File: src/tpm_ram.sv
// Generic single-port-write, single-port-read RAM with registered read data.
module tpm_ram #(
	parameter int unsigned WIDTH = 8,
	parameter int unsigned DEPTH = 16
) (
	input  logic                     clk,
	input  logic                     we,
	input  logic [$clog2(DEPTH)-1:0] waddr,
	input  logic [WIDTH-1:0]         wdata,
	input  logic                     re,
	input  logic [$clog2(DEPTH)-1:0] raddr,
	output logic [WIDTH-1:0]         rdata
);

	logic [WIDTH-1:0] mem_q [DEPTH];

	always_ff @(posedge clk) begin
		if (we) begin
			mem_q[waddr] <= wdata;
		end
		if (re) begin
			rdata <= mem_q[raddr];
		end
	end

endmodule

File: config.mk
export PLATFORM = sky130hd
export DESIGN_NAME = tpm_ram
export DESIGN_NICKNAME = d
export VERILOG_FILES = /design/src/tpm_ram.sv
export SDC_FILE = /design/constraint.sdc
export NUM_CORES = 1
export LEC_CHECK = 0
export BUFFER_PORTS_ARGS = -buffer_cell sky130_fd_sc_hd__buf_4
export CAP_MARGIN = 40
export CORE_ASPECT_RATIO = 0.6
export CORE_MARGIN = 2
export CORE_UTILIZATION = 60
export DETAILED_ROUTE_END_ITERATION = 6
export PLACE_DENSITY = 0.78
export SKIP_LAST_GASP = 1
export SLEW_MARGIN = 25
export SYNTH_ARGS = -nofsm -noshare
export SYNTH_HDL_FRONTEND = slang
export SYNTH_SLANG_ARGS = --single-unit
export TNS_END_PERCENT = 20
File: constraint.sdc
create_clock -name clk -period 2 [get_ports clk]
set_input_delay 0 -clock clk [delete_from_list [all_inputs] [get_ports clk]]
set_output_delay 0 -clock clk [all_outputs]
set_load 0.02 [all_outputs]
==> reports/qor.yml <==
global_route:
  grt_pass1_vias: 2749
  grt_antenna_before_repair: 0
  gr-total-overflow: 0
  grt_pass1_wl_um: 16100
  grt_util_all_layers_pct: 24.6
  grt_max_degree: 33
floorplanning:
  coreArea_mm2: 0.00849
  ios: 27
  rows: 26
  start_util_pct: 61.6
  fp.dieH_um: 76.3
  fp.dieW_um: 125
  die-area_mm2: 0.00950
worst_setup_path:
  endpoint: "rdata[4]$_DFFE_PP_"
  r2r_cells: 3
  worstSetupPathType: "reg2reg"
  r2r_start: "mem_q[9][4]$_DFFE_PP_"
  critPathLaunch: "mem_q[9][4]$_DFFE_PP_"
  crit_path_start_kind: "flip-flop"
  r2r-end: "rdata[4]$_DFFE_PP_"
  rrSetupSlack_ps: 440
  crit_path_max_fanout: 1
  cp-end-kind: "flip-flop"
  required_ps: 2150
  cp_data_arrival_time_ps: 1710
clock_network:
  root_buffer: "clkbuf_16"
  clockBufferDepth: 2
  clock_sinks: 136
  htreeDepth: 4
  cts_resized: 0
  numCtsBuffers: 17
  clk_latency_ps: 410
  cts_setup_buffers: 0
  cts_tree: "yes"
  clk_pin_slew_ps: 60
yosys:
  yosys_warnings: 0
  netlist_area_mm2: 0.00523
  syn_area_per_cell_um2: 22.8
  syn_inst: 229
  ys_async_sr_fraction_pct: 0
  synth_ff_type: "edfxtp_1"
  synth_edf_count: 136
  synth_seq_cells: 136
  synth_fp_nets: 248
  synth_cell_types: 18
  yosysSeqAreaShare_pct: 78.1
timing:
  slew_headroom_pct: 70.6
  skew_ps: 5.98
  hold_viol_final: 0
  rsz0062_at_grt: "false"
  period_minus_slack_ps: 1560
  tns_ps: 0
  slew_violations: 0
  setup_violations: 0
  worstMarginPinSlew_ps: 441
  period_share_pct: 77.8
  clock.fmax_mhz: 643
drt:
  wl_per_cell_um: 25.2
  vias_per_cell: 6.17
  detail-route-antenna-nets: 0
  dr_total_vias: 2581
  dr.pass1.iters: 4
  wl_um: 10500
  drc_errors: 0
  drtIter0Drc: 276
layout:
  multiInputGateArea_mm2: 0.00106
  final_cell_mix: "edfxtp_1 (136), buf_4 (47), mux4_2 (18), clkbuf_16 (17), a22oi_1 (16)"
  fillCellCount: 477
  layout-drive-gt1-share_pct: 30.7
  layout_commonest_cell: "edfxtp_1"
  fin_cells: 418
  nets: 313
  antenna_cells: 0
  seq_area_mm2: 0.00408
  syn2layout_area_growth_pct: 22.0
pwr:
  power.leakage_nw: 2.18
  power_mw: 7.01
  p_per_area_mw_per_mm2: 1100
  ir_drop_uv: 909
flow_run:
  max_cap_viol_count: 0
place:
  dp_cells: 378
  hpwl_um: 6430
  gp_congestion: 0.781
  port_buffers: 26
run_status:
  status: "finished, final reports clean"
min_path:
  min_path_type: "in2reg"
## power by group
part | switching [mW] | internal, mW
sequential | 0.0189 | 3.21
clock | 1.13 | 2.32
combinational | 0.184 | 0.153
total | 1.33 | 5.68
## final cells by class
cell class	count	share of cell area, %
repair buffers	56	6.94
well taps	112	2.20
flip-flops and latches	136	64.0
clock buffers	17	6.67
multi-input cells	83	16.6
clock inverters	14	3.61
## cell families after synthesis
logic type      share of synthesized area, %
compound gates                          2.30
buf+inv                                 1.65
flops                                   78.1
mux                                     14.8
simple gates                            3.14
## worst min-delay path by stage
| stage | startpoint | to | slack (ps) | cells after the start |
|---|---|---|---|---|
| CTS | waddr[2] | mem_q[2][5]$_DFFE_PP_ | 80 | 3 |
| detailed placement | wdata[0] | mem_q[10][0]$_DFFE_PP_ | 310 | 1 |
| global route | waddr[3] | mem_q[2][4]$_DFFE_PP_ | 100 | 3 |
| global placement | wdata[0] | mem_q[10][0]$_DFFE_PP_ | 310 | 1 |
| finish | waddr[2] | mem_q[2][4]$_DFFE_PP_ | 100 | 3 |
| floorplan | wdata[0] | mem_q[0][0]$_DFFE_PP_ | 100 | 0 |
## metal layers
| layer | GRT usage [%] | vias to the layer above | wire length (um) | part of all wire [%] |
|---|---|---|---|---|
| li1 | - | 1113 | - | - |
| met4 | 9.55 | 0 | 143 | 1.4 |
| met5 | 0 | - | 0 | 0 |
| met1 | 37.4 | 1330 | 4460 | 42 |
| met2 | 34.0 | 128 | 4900 | 47 |
| met3 | 7.87 | 10 | 1020 | 9.7 |
## stage by stage
| step | setup WS [ps] | area (um^2) | utilization [%] | hold slack [ps] |
|---|---|---|---|---|
| 5_1_grt | 372 | 6380 | 75.1 | 98.5 |
| 6_report | 444 | 6380 | 75.1 | 98.4 |
| 3_3_place_gp | 348 | 5630 | 66.4 | 308 |
| 2_1_floorplan | 507 | 5230 | - | 98.9 |
| 4_1_cts | 430 | 6380 | 75.1 | 75.9 |
| 3_5_place_dp | 298 | 5630 | 66.4 | 314 |
## synth_stat cells (2+ instances only)
| cell type | n | area, um^2 |
|---|---|---|
| edfxtp_1 | 136 | 4080 |
| nor2_1 | 13 | 48.8 |
| nor3_1 | 4 | 20.0 |
| mux4_1 | 14 | 368 |
| nand2b_1 | 2 | 12.5 |
| mux4_2 | 18 | 405 |
| clkdlybuf4s25_2 | 3 | 30.0 |
| buf_6 | 3 | 33.8 |
| buf_2 | 3 | 15.0 |
| nand2_1 | 9 | 33.8 |
| nand3b_1 | 2 | 15.0 |
| a22oi_1 | 16 | 120 |
## flip-flops by register name, summed over array words and instances, names as in the netlist
| signal | flops |
|---|---|
| rdata | 8 |
| mem_q | 128 |
## critical path, stage by stage (launching register included)
cell and delay [ps]:
edfxtp_1 360, mux4_1 510, a22oi_1 350, nand2_1 80
## repair_timing
| action | CTS | global route |
|---|---|---|
| endpoints found under the hold margin | 136 | 0 |
| hold buffers | 9 | 0 |
| endpoints found under the setup margin | 0 | 0 |
Power figures use the tool's default switching activity.
